### src/rtl/bounding_box_moving_average_defines.svh
// Assertion macros shared by the bounding box smoothing RTL.
`ifndef BOUNDING_BOX_MOVING_AVERAGE_DEFINES_SVH
`define BOUNDING_BOX_MOVING_AVERAGE_DEFINES_SVH

// Checks that the consequent holds in the same cycle as the antecedent.
`define BBMA_ASSERT_SAME(label, ante, cons, msg) \
  label: assert property (@(posedge clk) disable iff (rst) (ante) |-> (cons)) \
    else $error(msg);

// Checks that the consequent holds in the cycle after the antecedent.
`define BBMA_ASSERT_NEXT(label, ante, cons, msg) \
  label: assert property (@(posedge clk) disable iff (rst) (ante) |=> (cons)) \
    else $error(msg);

`endif

### src/rtl/bbma_pkg.sv
// Shared types and constants of the bounding box smoothing block.
`timescale 1ns / 1ps

package bbma_pkg;

  localparam int COORD_FIELD_BITS   = 12;
  localparam int SCALE_BITS         = 4;
  localparam int WINDOW_DEFAULT     = 30;
  localparam int COORD_BITS_DEFAULT = 12;

  localparam logic [SCALE_BITS-1:0] SCALE_RESET = 4'd3;

  // Order in which the four results go through the shared divider.
  localparam logic [1:0] CH_X = 2'd0;
  localparam logic [1:0] CH_Y = 2'd1;
  localparam logic [1:0] CH_W = 2'd2;
  localparam logic [1:0] CH_H = 2'd3;

  typedef enum logic [2:0] {
    ST_IDLE,
    ST_UPDATE,
    ST_LOAD,
    ST_WAIT,
    ST_DONE
  } state_t;

  typedef struct packed {
    logic busy;
    logic done;
  } div_status_t;

endpackage

### src/rtl/bbma_div.sv
// Restoring divider that retires one quotient bit per cycle.
`timescale 1ns / 1ps

module bbma_div #(
  parameter int DVD_BITS = 21,
  parameter int DVS_BITS = 9
) (
  input  logic                  clk,
  input  logic                  rst,
  input  logic                  start,
  input  logic [DVD_BITS-1:0]   dividend,
  input  logic [DVS_BITS-1:0]   divisor,
  output bbma_pkg::div_status_t status,
  output logic [DVD_BITS-1:0]   quotient
);
  import bbma_pkg::*;

  localparam int CNT_W = $clog2(DVD_BITS + 1);

  logic [DVD_BITS-1:0] dvd_sh;
  logic [DVS_BITS-1:0] rem;
  logic [DVS_BITS-1:0] dvs;
  logic [CNT_W-1:0]    cnt;
  logic                busy;
  logic                done;

  logic [DVS_BITS:0]   rem_sh;
  logic [DVS_BITS:0]   diff;
  logic                take;

  always_comb begin
    rem_sh = {rem, dvd_sh[DVD_BITS-1]};
    diff   = rem_sh - {1'b0, dvs};
    // No borrow out of the top bit means the divisor fits.
    take   = ~diff[DVS_BITS];
  end

  always_ff @(posedge clk) begin
    if (rst) begin
      busy <= 1'b0;
      done <= 1'b0;
      cnt  <= '0;
    end else begin
      done <= 1'b0;
      if (start) begin
        busy <= 1'b1;
        cnt  <= CNT_W'(DVD_BITS);
      end else if (busy) begin
        cnt <= cnt - 1'b1;
        if (cnt == CNT_W'(1)) begin
          busy <= 1'b0;
          done <= 1'b1;
        end
      end
    end
  end

  always_ff @(posedge clk) begin
    if (start) begin
      dvd_sh <= dividend;
      dvs    <= divisor;
      rem    <= '0;
    end else if (busy) begin
      dvd_sh <= {dvd_sh[DVD_BITS-2:0], take};
      rem    <= take ? diff[DVS_BITS-1:0] : rem_sh[DVS_BITS-1:0];
    end
  end

  assign status.busy = busy;
  assign status.done = done;
  assign quotient    = dvd_sh;

endmodule

### src/rtl/bounding_box_moving_average.sv
// Top level: moving average of face boxes with a shared sequential divider.
//
//  channel | direction | handshake             | payload
//  --------+-----------+-----------------------+-------------------------------------
//  input   | in        | in_valid / in_stall   | box_x, box_y, box_width, box_height
//  result  | out       | out_valid / out_stall | mean_x, mean_y, scaled_width,
//          |           |                       | scaled_height
//  config  | in        | cfg_valid / cfg_ready | size_scale_tenths
//
// One box passes UPDATE, then LOAD and WAIT once for each of the four results on
// the one-bit-per-cycle divider, then DONE; the divider sets how long it takes.
// in_stall is high from the box's update until the results reach the output
// register. A stalled result holds in that register while the next box is taken.
// Reset is synchronous; the box histories need no clearing pass.
`timescale 1ns / 1ps

module bounding_box_moving_average #(
  parameter int WINDOW     = bbma_pkg::WINDOW_DEFAULT,
  parameter int COORD_BITS = bbma_pkg::COORD_BITS_DEFAULT
) (
  input  logic                                   clk,
  input  logic                                   rst,
  input  logic                                   in_valid,
  output logic                                   in_stall,
  input  logic [bbma_pkg::COORD_FIELD_BITS-1:0]  box_x,
  input  logic [bbma_pkg::COORD_FIELD_BITS-1:0]  box_y,
  input  logic [bbma_pkg::COORD_FIELD_BITS-1:0]  box_width,
  input  logic [bbma_pkg::COORD_FIELD_BITS-1:0]  box_height,
  output logic                                   out_valid,
  input  logic                                   out_stall,
  output logic [bbma_pkg::COORD_FIELD_BITS-1:0]  mean_x,
  output logic [bbma_pkg::COORD_FIELD_BITS-1:0]  mean_y,
  output logic [bbma_pkg::COORD_FIELD_BITS-1:0]  scaled_width,
  output logic [bbma_pkg::COORD_FIELD_BITS-1:0]  scaled_height,
  input  logic                                   cfg_valid,
  output logic                                   cfg_ready,
  input  logic [bbma_pkg::SCALE_BITS-1:0]        size_scale_tenths
);
  import bbma_pkg::*;

  `include "bounding_box_moving_average_defines.svh"

  localparam int CW        = (COORD_BITS < COORD_FIELD_BITS) ? COORD_BITS
                                                             : COORD_FIELD_BITS;
  localparam int CNT_BITS  = $clog2(WINDOW + 1);
  localparam int SLOT_BITS = (WINDOW > 1) ? $clog2(WINDOW) : 1;
  localparam int SUM_BITS  = CW + CNT_BITS;
  localparam int DVD_BITS  = SUM_BITS + SCALE_BITS;
  localparam int DVS_BITS  = $clog2(10 * WINDOW + 1);
  localparam int OF        = COORD_FIELD_BITS;

  localparam logic [DVD_BITS-1:0] SAT_MAX =
    DVD_BITS'((64'd1 << COORD_BITS) - 64'd1);

  state_t state, state_next;

  logic [SCALE_BITS-1:0] scale;
  logic [CNT_BITS-1:0]   fill_count;
  logic [SLOT_BITS-1:0]  write_slot;
  logic [SUM_BITS-1:0]   sum_x, sum_y, sum_w, sum_h;
  logic [CW-1:0]         new_x, new_y, new_w, new_h;
  logic [4*CW-1:0]       history [WINDOW];
  logic [4*CW-1:0]       rd_word;
  logic [1:0]            ch;
  logic [OF-1:0]         res_x, res_y, res_w, res_h;

  logic                  in_accept;
  logic                  upd;
  logic                  div_start;
  logic                  cap;
  logic                  out_load;
  logic                  full;
  logic                  scaled_ch;
  logic [SUM_BITS-1:0]   sel_sum;
  logic [DVD_BITS-1:0]   dividend;
  logic [DVS_BITS-1:0]   divisor;
  logic [DVD_BITS-1:0]   quotient;
  logic [DVD_BITS-1:0]   q_sat;
  div_status_t           div_status;

  assign cfg_ready = 1'b1;

  always_ff @(posedge clk) begin
    if (rst) begin
      scale <= SCALE_RESET;
    end else if (cfg_valid && cfg_ready) begin
      scale <= size_scale_tenths;
    end
  end

  // Sequencer: next state.
  always_comb begin
    state_next = state;
    case (state)
      ST_IDLE:   if (in_valid) state_next = ST_UPDATE;
      ST_UPDATE: state_next = ST_LOAD;
      ST_LOAD:   state_next = ST_WAIT;
      ST_WAIT: begin
        if (div_status.done) begin
          state_next = (ch == CH_H) ? ST_DONE : ST_LOAD;
        end
      end
      ST_DONE:   if (!out_valid || !out_stall) state_next = ST_IDLE;
      default:   state_next = ST_IDLE;
    endcase
  end

  // Sequencer: outputs.
  always_comb begin
    in_stall  = (state != ST_IDLE);
    upd       = (state == ST_UPDATE);
    div_start = (state == ST_LOAD);
    cap       = (state == ST_WAIT) && div_status.done;
    out_load  = (state == ST_DONE) && (!out_valid || !out_stall);
  end

  assign in_accept = in_valid && !in_stall;

  always_ff @(posedge clk) begin
    if (rst) begin
      state <= ST_IDLE;
    end else begin
      state <= state_next;
    end
  end

  always_ff @(posedge clk) begin
    if (in_accept) begin
      new_x   <= box_x[CW-1:0];
      new_y   <= box_y[CW-1:0];
      new_w   <= box_width[CW-1:0];
      new_h   <= box_height[CW-1:0];
      rd_word <= history[write_slot];
    end
    if (upd) begin
      history[write_slot] <= {new_x, new_y, new_w, new_h};
    end
  end

  assign full = (fill_count == CNT_BITS'(WINDOW));

  // The oldest box leaves the sums only once the window has filled up.
  always_ff @(posedge clk) begin
    if (rst) begin
      sum_x      <= '0;
      sum_y      <= '0;
      sum_w      <= '0;
      sum_h      <= '0;
      fill_count <= '0;
      write_slot <= '0;
    end else if (upd) begin
      sum_x <= sum_x - (full ? SUM_BITS'(rd_word[4*CW-1:3*CW]) : '0) + SUM_BITS'(new_x);
      sum_y <= sum_y - (full ? SUM_BITS'(rd_word[3*CW-1:2*CW]) : '0) + SUM_BITS'(new_y);
      sum_w <= sum_w - (full ? SUM_BITS'(rd_word[2*CW-1:CW]) : '0) + SUM_BITS'(new_w);
      sum_h <= sum_h - (full ? SUM_BITS'(rd_word[CW-1:0]) : '0) + SUM_BITS'(new_h);
      if (!full) begin
        fill_count <= fill_count + 1'b1;
      end
      if (write_slot == SLOT_BITS'(WINDOW - 1)) begin
        write_slot <= '0;
      end else begin
        write_slot <= write_slot + 1'b1;
      end
    end
  end

  always_comb begin
    case (ch)
      CH_X:    sel_sum = sum_x;
      CH_Y:    sel_sum = sum_y;
      CH_W:    sel_sum = sum_w;
      CH_H:    sel_sum = sum_h;
      default: sel_sum = sum_x;
    endcase
    scaled_ch = (ch == CH_W) || (ch == CH_H);
    // Width and height divide scale * sum by ten times the count.
    dividend  = scaled_ch ? DVD_BITS'(scale) * DVD_BITS'(sel_sum)
                          : DVD_BITS'(sel_sum);
    divisor   = scaled_ch ? DVS_BITS'({fill_count, 3'b000}) + DVS_BITS'({fill_count, 1'b0})
                          : DVS_BITS'(fill_count);
    q_sat     = (quotient > SAT_MAX) ? SAT_MAX : quotient;
  end

  bbma_div #(
    .DVD_BITS (DVD_BITS),
    .DVS_BITS (DVS_BITS)
  ) u_div (
    .clk      (clk),
    .rst      (rst),
    .start    (div_start),
    .dividend (dividend),
    .divisor  (divisor),
    .status   (div_status),
    .quotient (quotient)
  );

  always_ff @(posedge clk) begin
    if (rst) begin
      ch <= CH_X;
    end else if (upd) begin
      ch <= CH_X;
    end else if (cap) begin
      ch <= ch + 1'b1;
    end
  end

  always_ff @(posedge clk) begin
    if (cap) begin
      case (ch)
        CH_X:    res_x <= quotient[OF-1:0];
        CH_Y:    res_y <= quotient[OF-1:0];
        CH_W:    res_w <= q_sat[OF-1:0];
        CH_H:    res_h <= q_sat[OF-1:0];
        default: res_x <= quotient[OF-1:0];
      endcase
    end
  end

  always_ff @(posedge clk) begin
    if (rst) begin
      out_valid <= 1'b0;
    end else if (out_load) begin
      out_valid <= 1'b1;
    end else if (!out_stall) begin
      out_valid <= 1'b0;
    end
  end

  always_ff @(posedge clk) begin
    if (out_load) begin
      mean_x        <= res_x;
      mean_y        <= res_y;
      scaled_width  <= res_w;
      scaled_height <= res_h;
    end
  end

  `BBMA_ASSERT_NEXT(a_accept_starts_update, in_valid && !in_stall, state == ST_UPDATE, "accepted box did not start the update")
  `BBMA_ASSERT_SAME(a_div_done_in_wait, div_status.done, state == ST_WAIT, "divider finished outside the wait state")
  `BBMA_ASSERT_NEXT(a_done_loads_output, state == ST_DONE && (!out_valid || !out_stall), out_valid && state == ST_IDLE, "finished results did not reach the output")
  `BBMA_ASSERT_SAME(a_fill_bounded, upd, fill_count <= CNT_BITS'(WINDOW), "fill count above the window")

endmodule
### config.mk
export PLATFORM = sky130hd
export DESIGN_NAME = bounding_box_moving_average
export DESIGN_NICKNAME = d
export VERILOG_FILES = /design/src/rtl/bbma_pkg.sv /design/src/rtl/bbma_div.sv /design/src/rtl/bounding_box_moving_average.sv
export VERILOG_INCLUDE_DIRS = /design/src /design/src/rtl
export SDC_FILE = /design/constraint.sdc
export NUM_CORES = 2
export LEC_CHECK = 0
export ABC_AREA = 1
export BUFFER_PORTS_ARGS = -buffer_cell sky130_fd_sc_hd__clkbuf_2
export CAP_MARGIN = 0
export CORE_UTILIZATION = 25
export DETAILED_ROUTE_END_ITERATION = 8
export GPL_TIMING_DRIVEN = 0
export PLACE_DENSITY = 0.36
export SYNTH_ARGS = -nofsm -noshare
export SYNTH_HDL_FRONTEND = slang
export SYNTH_SLANG_ARGS = --single-unit
### constraint.sdc
create_clock -name clk -period 7.95 [get_ports clk]
set_clock_uncertainty 0.2 [all_clocks]
set_input_delay 1.59 -clock clk [delete_from_list [all_inputs] [get_ports clk]]
set_output_delay 1.59 -clock clk [all_outputs]
set_load 0.02 [all_outputs]
Word level (Yosys, flattened, before mapping)
Memories as Yosys holds them, arrays and structs flattened. A register that Yosys moved wholly into a read port is not among the register bits.
Cells that the tools add are included.
{"block": "op_classes", "addsub": 14, "n_mul": 1, "div": 0, "order_cmp": 1, "n_eq_ne": 14, "n_shift": 0, "muxes": 27, "bitwise_logic": 3, "n_reduce_logical": 21}
{"op": "17-bit by 12-bit adder with 17-bit output", "count": 4}
{"op": "17-bit one-hot mux with 4 select lines", "count": 1}
{"op": "17-bit by 12-bit subtractor with 17-bit output", "count": 4}
{"op": "21-bit 2-to-1 mux", "count": 3}
{"op": "12-bit 2-to-1 mux", "count": 5}
{"op": "21-bit by 12-bit > comparator with 1-bit output, second input constant", "count": 1}
{"op": "4-bit by 17-bit multiplier with 21-bit output", "count": 1}
{"op": "5-bit 2-to-1 mux", "count": 4}
{"op": "3-bit one-hot mux with 5 select lines", "count": 1}
{"op": "3-bit 2-to-1 mux", "count": 4}
{"op": "5-bit by 1-bit adder with 5-bit output, second input constant", "count": 2}
{"op": "5-bit == test, second input constant", "count": 2}
{"op": "2-bit AND reduction", "count": 5}
{"op": "10-bit by 9-bit subtractor with 10-bit output", "count": 1}
{"op": "8-bit by 6-bit adder with 9-bit output", "count": 1}
{"op": "9-bit 2-to-1 mux", "count": 1}
{"op": "1-bit 2-to-1 mux", "count": 8}
{"op": "3-bit by 2-bit == test with 1-bit output, second input constant", "count": 2}
{"op": "5-bit by 1-bit == test with 1-bit output, second input constant", "count": 1}
{"op": "5-bit by 1-bit subtractor with 5-bit output, second input constant", "count": 1}
{"op": "2-bit == test, second input constant", "count": 2}
{"op": "2-bit by 1-bit inequality test with 1-bit output, second input constant", "count": 2}
{"op": "2-bit inequality test, second input constant", "count": 2}
{"op": "2-bit OR reduction", "count": 2}
{"op": "other kinds (14)", "count": 21}
{"block": "totals", "regBits": 278, "latch_bits": 0, "mem_bits_rw": 1440, "romBits": 0, "mem_count": 1}
{"name": "history", "words": 30, "width": 48, "read_ports": 1, "rd_ports_with_merged_regs": 1, "wr": 1, "line": "bounding_box_moving_average.sv:62", "text": "logic [4*CW-1:0] history [WINDOW];"}

Logic depth before layout (Yosys ltp)
{"block": "depth", "ltp_word": 5, "depth_mapped": 25}

Hierarchy
From an unflattened synthesis, not the netlist that was laid out.
{"block": "unflattened", "hier_cells": 7042, "hier_area_um2": 77260.3}
{"mod": "bounding_box_moving_average", "n_inst": 1, "cells_each": 6733, "area_per_inst_um2": 74719.2, "seq_area_each_um2": 50768.7}
{"mod": "bbma_div", "n_inst": 1, "cells_each": 309, "area_per_inst_um2": 2541.2, "seq_area_each_um2": 1221.2}

Worst setup path before layout
OpenSTA, ideal clock, no wires.
{"block": "synth_path", "path_type": "in2reg", "start": "input port in_valid", "end": "register new_h[0] (enable)", "setup_time_ps": 552, "arrival_ps": 5593, "required_time_ps": 7198, "path_slack_ps": 1605, "cell_stages": 2, "n_path_buf": 0, "path_cell_list": "inv_1 nor2_1"}
{"block": "synth_between", "elab_chain_len": 1}
{"element": "start, declared", "line": "bounding_box_moving_average.sv:23", "text": "input logic in_valid,"}
{"element": "1-bit logical AND", "line": "bounding_box_moving_average.sv:117", "text": "assign in_accept = in_valid && !in_stall;"}
{"element": "named net in_accept", "line": "bounding_box_moving_average.sv:67", "text": "logic in_accept;"}
{"element": "end signal, assigned", "line": "bounding_box_moving_average.sv:132", "text": "new_h <= box_height[CW-1:0];"}
{"element": "end, declared", "line": "bounding_box_moving_average.sv:61", "text": "logic [CW-1:0] new_x, new_y, new_w, new_h;"}
The timed path passes the listed nets, and every way through them passes these cells.
A chain may end at the register's enable or synchronous reset.

Final worst setup path
{"block": "layout_path", "start": "register ch[0]", "end": "register u_div.dvd_sh[14] (netlist: u_div.quotient[14]) (data pin)"}
{"block": "layout_between", "elab_chain_len": 5, "elab_cells_between_ends": 9, "cone_classes": "1 x mul; 3 x eq/ne; 3 x mux; 2 x reduce/logical"}
{"element": "start, declared", "line": "bounding_box_moving_average.sv:64", "text": "logic [1:0] ch;"}
{"element": "start signal, assigned", "line": "bounding_box_moving_average.sv:203", "text": "ch <= ch + 1'b1;"}
{"element": "2-bit == test, or another cell as far along", "line": "bounding_box_moving_average.sv:168, bounding_box_moving_average.sv:175"}
{"element": "17-bit one-hot mux with 4 select lines", "line": "bounding_box_moving_average.sv:168", "text": "case (ch)"}
{"element": "4-bit by 17-bit multiplier with 21-bit output", "line": "bounding_box_moving_average.sv:177", "text": "dividend = scaled_ch ? DVD_BITS'(scale) * DVD_BITS'(sel_sum)"}
{"element": "21-bit 2-to-1 mux (*)", "line": "bounding_box_moving_average.sv:177"}
{"element": "21-bit 2-to-1 mux (*)", "line": "bbma_div.sv:59", "text": "if (start) begin"}
{"element": "end signal, assigned", "line": "bbma_div.sv:60", "text": "dvd_sh <= dividend;"}
{"element": "end signal, assigned", "line": "bbma_div.sv:64", "text": "dvd_sh <= {dvd_sh[DVD_BITS-2:0], take};"}
{"element": "end, declared", "line": "bbma_div.sv:20", "text": "logic [DVD_BITS-1:0] dvd_sh;"}
Mark *: on every way between the ends. The rest lies on a longest branch, timed or not.

==> out/metrics.yaml <==
status: "complete, no violations"
netlist_instances: 6746
worst_setup_path_start_kind: "flip-flop"
cp_data_arrival_time_ps: 6370
routabilityCongestion: 0.852
drv_cap: 0
mostFrequentLayoutCells: "edfxtp_1 (1,662), nor2_1 (1,089), nand2_1 (1,050)"
grt_overflow: 0
htreeDepth: 4
synthAdderAreaFrac_pct: 4.03
ios: 108
synth_simple_gate_area_share_pct: 12.6
cts-resized-gates: 0
final_area_mm2: 0.0917
path_class: "flip-flop to flip-flop"
vias: 53700
synth_edf_count: 1662
synth_xor_area_share_pct: 0.401
worstPathMaxFanout: 10
dpl_cell_area_mm2: 0.0850
wl_met3_um: 15800
ctsHoldBuffers: 0
synth_top_family_by_area: "simple AND/OR/NAND/NOR gates"
synthArstFlopShare_pct: 0
slew_violations: 0
ys_seq_area_share_pct: 68.1
antenna_found_initial: 32
num_rows: 202
timing.final.hold_violations: 0
die_w_um: 555
post_cts_buffers: 0
dieArea_mm2: 0.308
coreArea_mm2: 0.303
finalSetupViolCount: 0
port_buffers: 105
grt_max_degree: 35
setup_tns_ps: 0
cts_tree: "yes"
vdd_drop_max_v: 0.000168
period_share_pct: 74.8
endpoint_kind: "flip-flop"
final_util_pct: 30.2
cts_made_buffers: 207
numClockSinks: 1766
muxShareOfSynthArea_pct: 0.144
drcViolationCount: 0
synth-compound-area-share_pct: 9.72
syn_to_final_growth_pct: 20.1
worst_slew_pin_slew_ps: 1460
yosys_warnings: 0
wl_met1_um: 141000
cts-root-buf: "clkbuf_16"
post_drt_wl_per_cell_um: 27.7
grt_pass1_vias: 52600
route.met2.wl_um: 149000
cts_max_path_buffers: 4
p_leak_nw: 33.3
nets: 7448
post-route-min-period_ps: 5940
worst_hold_slack_ps: 176
clkTransAtPathRegs_ps: 60
ys_seq_elements: 1766
max_freq_mhz: 168
relSlewSlack_pct: 2.68
netlist-cell-type-count: 45
syn-cell-area_mm2: 0.0764
die-height_um: 555
rsz0062_at_grt: "false"
dp_hpwl_um: 227000
drive_gt1_share_pct: 9.66
highest_layer: "met5"
wl_um: 314000
hold_path_class: "flip-flop to flip-flop"
power_density_mw_per_mm2: 345
initial_core_util_pct: 25.2
drt_iter0_drc: 5078
first_pass_iters: 5
grt_use_total_pct: 20.0
cp.required_ps: 8370
total_power_mw: 31.6
detail-route-antenna-nets: 0
vias_per_cell: 4.73
grt_pass1_wl_um: 432000
insertion_delay_ps: 930
final_common_cell: "edfxtp_1"
syn-num-nets: 7001
yosys_most_used_dff: "edfxtp_1"
avgSynthCellArea_um2: 11.3
## state kept, by name (all words and copies together), names as in the netlist, 17 cells and up
name and flops:
sum_w 17, rd_word 48, sum_y 17, u_div.quotient 21, history 1440, sum_x 17
sum_h 17
## final timing paths
check	startpoint	endpoint	slack [ps]	cells after the start
min reg2reg	res_w[4]$_DFFE_PP_	scaled_width[4]$_DFFE_PP_	180	0
max	ch[0]$_SDFFE_PP0P_	u_div.quotient[14]$_DFFE_PP_	2010	20
min	res_w[4]$_DFFE_PP_	scaled_width[4]$_DFFE_PP_	180	0
max reg2reg	ch[0]$_SDFFE_PP0P_	u_div.quotient[14]$_DFFE_PP_	2010	20
## metal layers
metal / vias up / global-route usage, %
li1: 24300 / -
met1: 27300 / 27.4
met2: 1634 / 33.6
met3: 384 / 2.20
met4: 4 / 5.20
met5: - / 0
## kinds of logic (layout without fill, tap and decap cells)
| kind of cell | after synthesis | after routing |
|---|---|---|
| flops | 1766 | 1766 |
| simple gates | 2435 | 2435 |
| fa+ha+maj | 198 | 198 |
| compound gates | 1377 | 1377 |
| xor+xnor | 35 | 35 |
| buf+inv | 923 | 1540 |
| mux | 11 | 11 |
| other cells | 1 | 9 |
## Yosys cell counts, types with 4 or more instances
cell type / instances / area share (%)
buf_6: 28 / 0.41
ha_1: 118 / 1.9
o31ai_1: 14 / 0.14
nand4_1: 41 / 0.34
nor3_1: 34 / 0.22
inv_1: 596 / 2.9
o211ai_1: 4 / 0.039
dfxtp_1: 104 / 2.7
buf_4: 14 / 0.14
o22ai_1: 274 / 2.2
buf_2: 79 / 0.52
o2111ai_1: 7 / 0.080
mux2i_1: 11 / 0.14
o21ai_1: 74 / 0.48
a21o_1: 13 / 0.13
o21bai_1: 10 / 0.098
xnor2_1: 12 / 0.14
inv_2: 10 / 0.049
nand3b_1: 27 / 0.27
o21ai_0: 781 / 5.1
nand2_1: 1050 / 5.2
nand3_1: 131 / 0.86
edfxtp_1: 1662 / 65
a21oi_1: 178 / 1.2
fa_1: 80 / 2.1
or2_2: 18 / 0.15
buf_1: 14 / 0.069
nor2_1: 1121 / 5.5
xor2_1: 23 / 0.26
clkbuf_1: 180 / 0.88
a21boi_1: 11 / 0.11
## worst max-delay path, stage by stage, from the launching register on
cell      delay [ps]
dfxtp_1          350
inv_1            100
ha_1             340
inv_1            260
clkbuf_1         620
o22ai_1          260
o22ai_1          910
nor2_1           150
fa_1             580
inv_1             50
fa_1             470
inv_1             70
ha_1             340
a21oi_1          320
nor2_1            80
nor2_1            90
nand2_1          140
nand2_1          120
nand3b_1          80
nand3_1          130
nand2_1           70
## final cells by class
cell class              count  area [µm²]
diodes                      8        20.0
inverters                 608        2280
fillers                 31200      212000
clock inverters           112        1080
repair buffers            238        3540
clock buffers             267        5490
well taps                3978        4980
multi-input cells        4057       20800
plain buffers             315        1550
flip-flops and latches   1766       52000
## per-stage QoR
stage | setup WS [ps] | instances
6_report | 2010 | 11300
3_3_place_gp | -4540 | 10800
5_1_grt | 1680 | 11300
2_1_floorplan | 1610 | 6746
4_1_cts | 2020 | 11300
3_5_place_dp | 2030 | 11000
## where the power goes
part | internal (mW) | switching (mW)
Sequential | 11.2 | 0.625
Combinational | 2.98 | 7.38
Clock | 5.36 | 4.11
Total | 19.5 | 12.1
(Power assumes the default switching activity.)
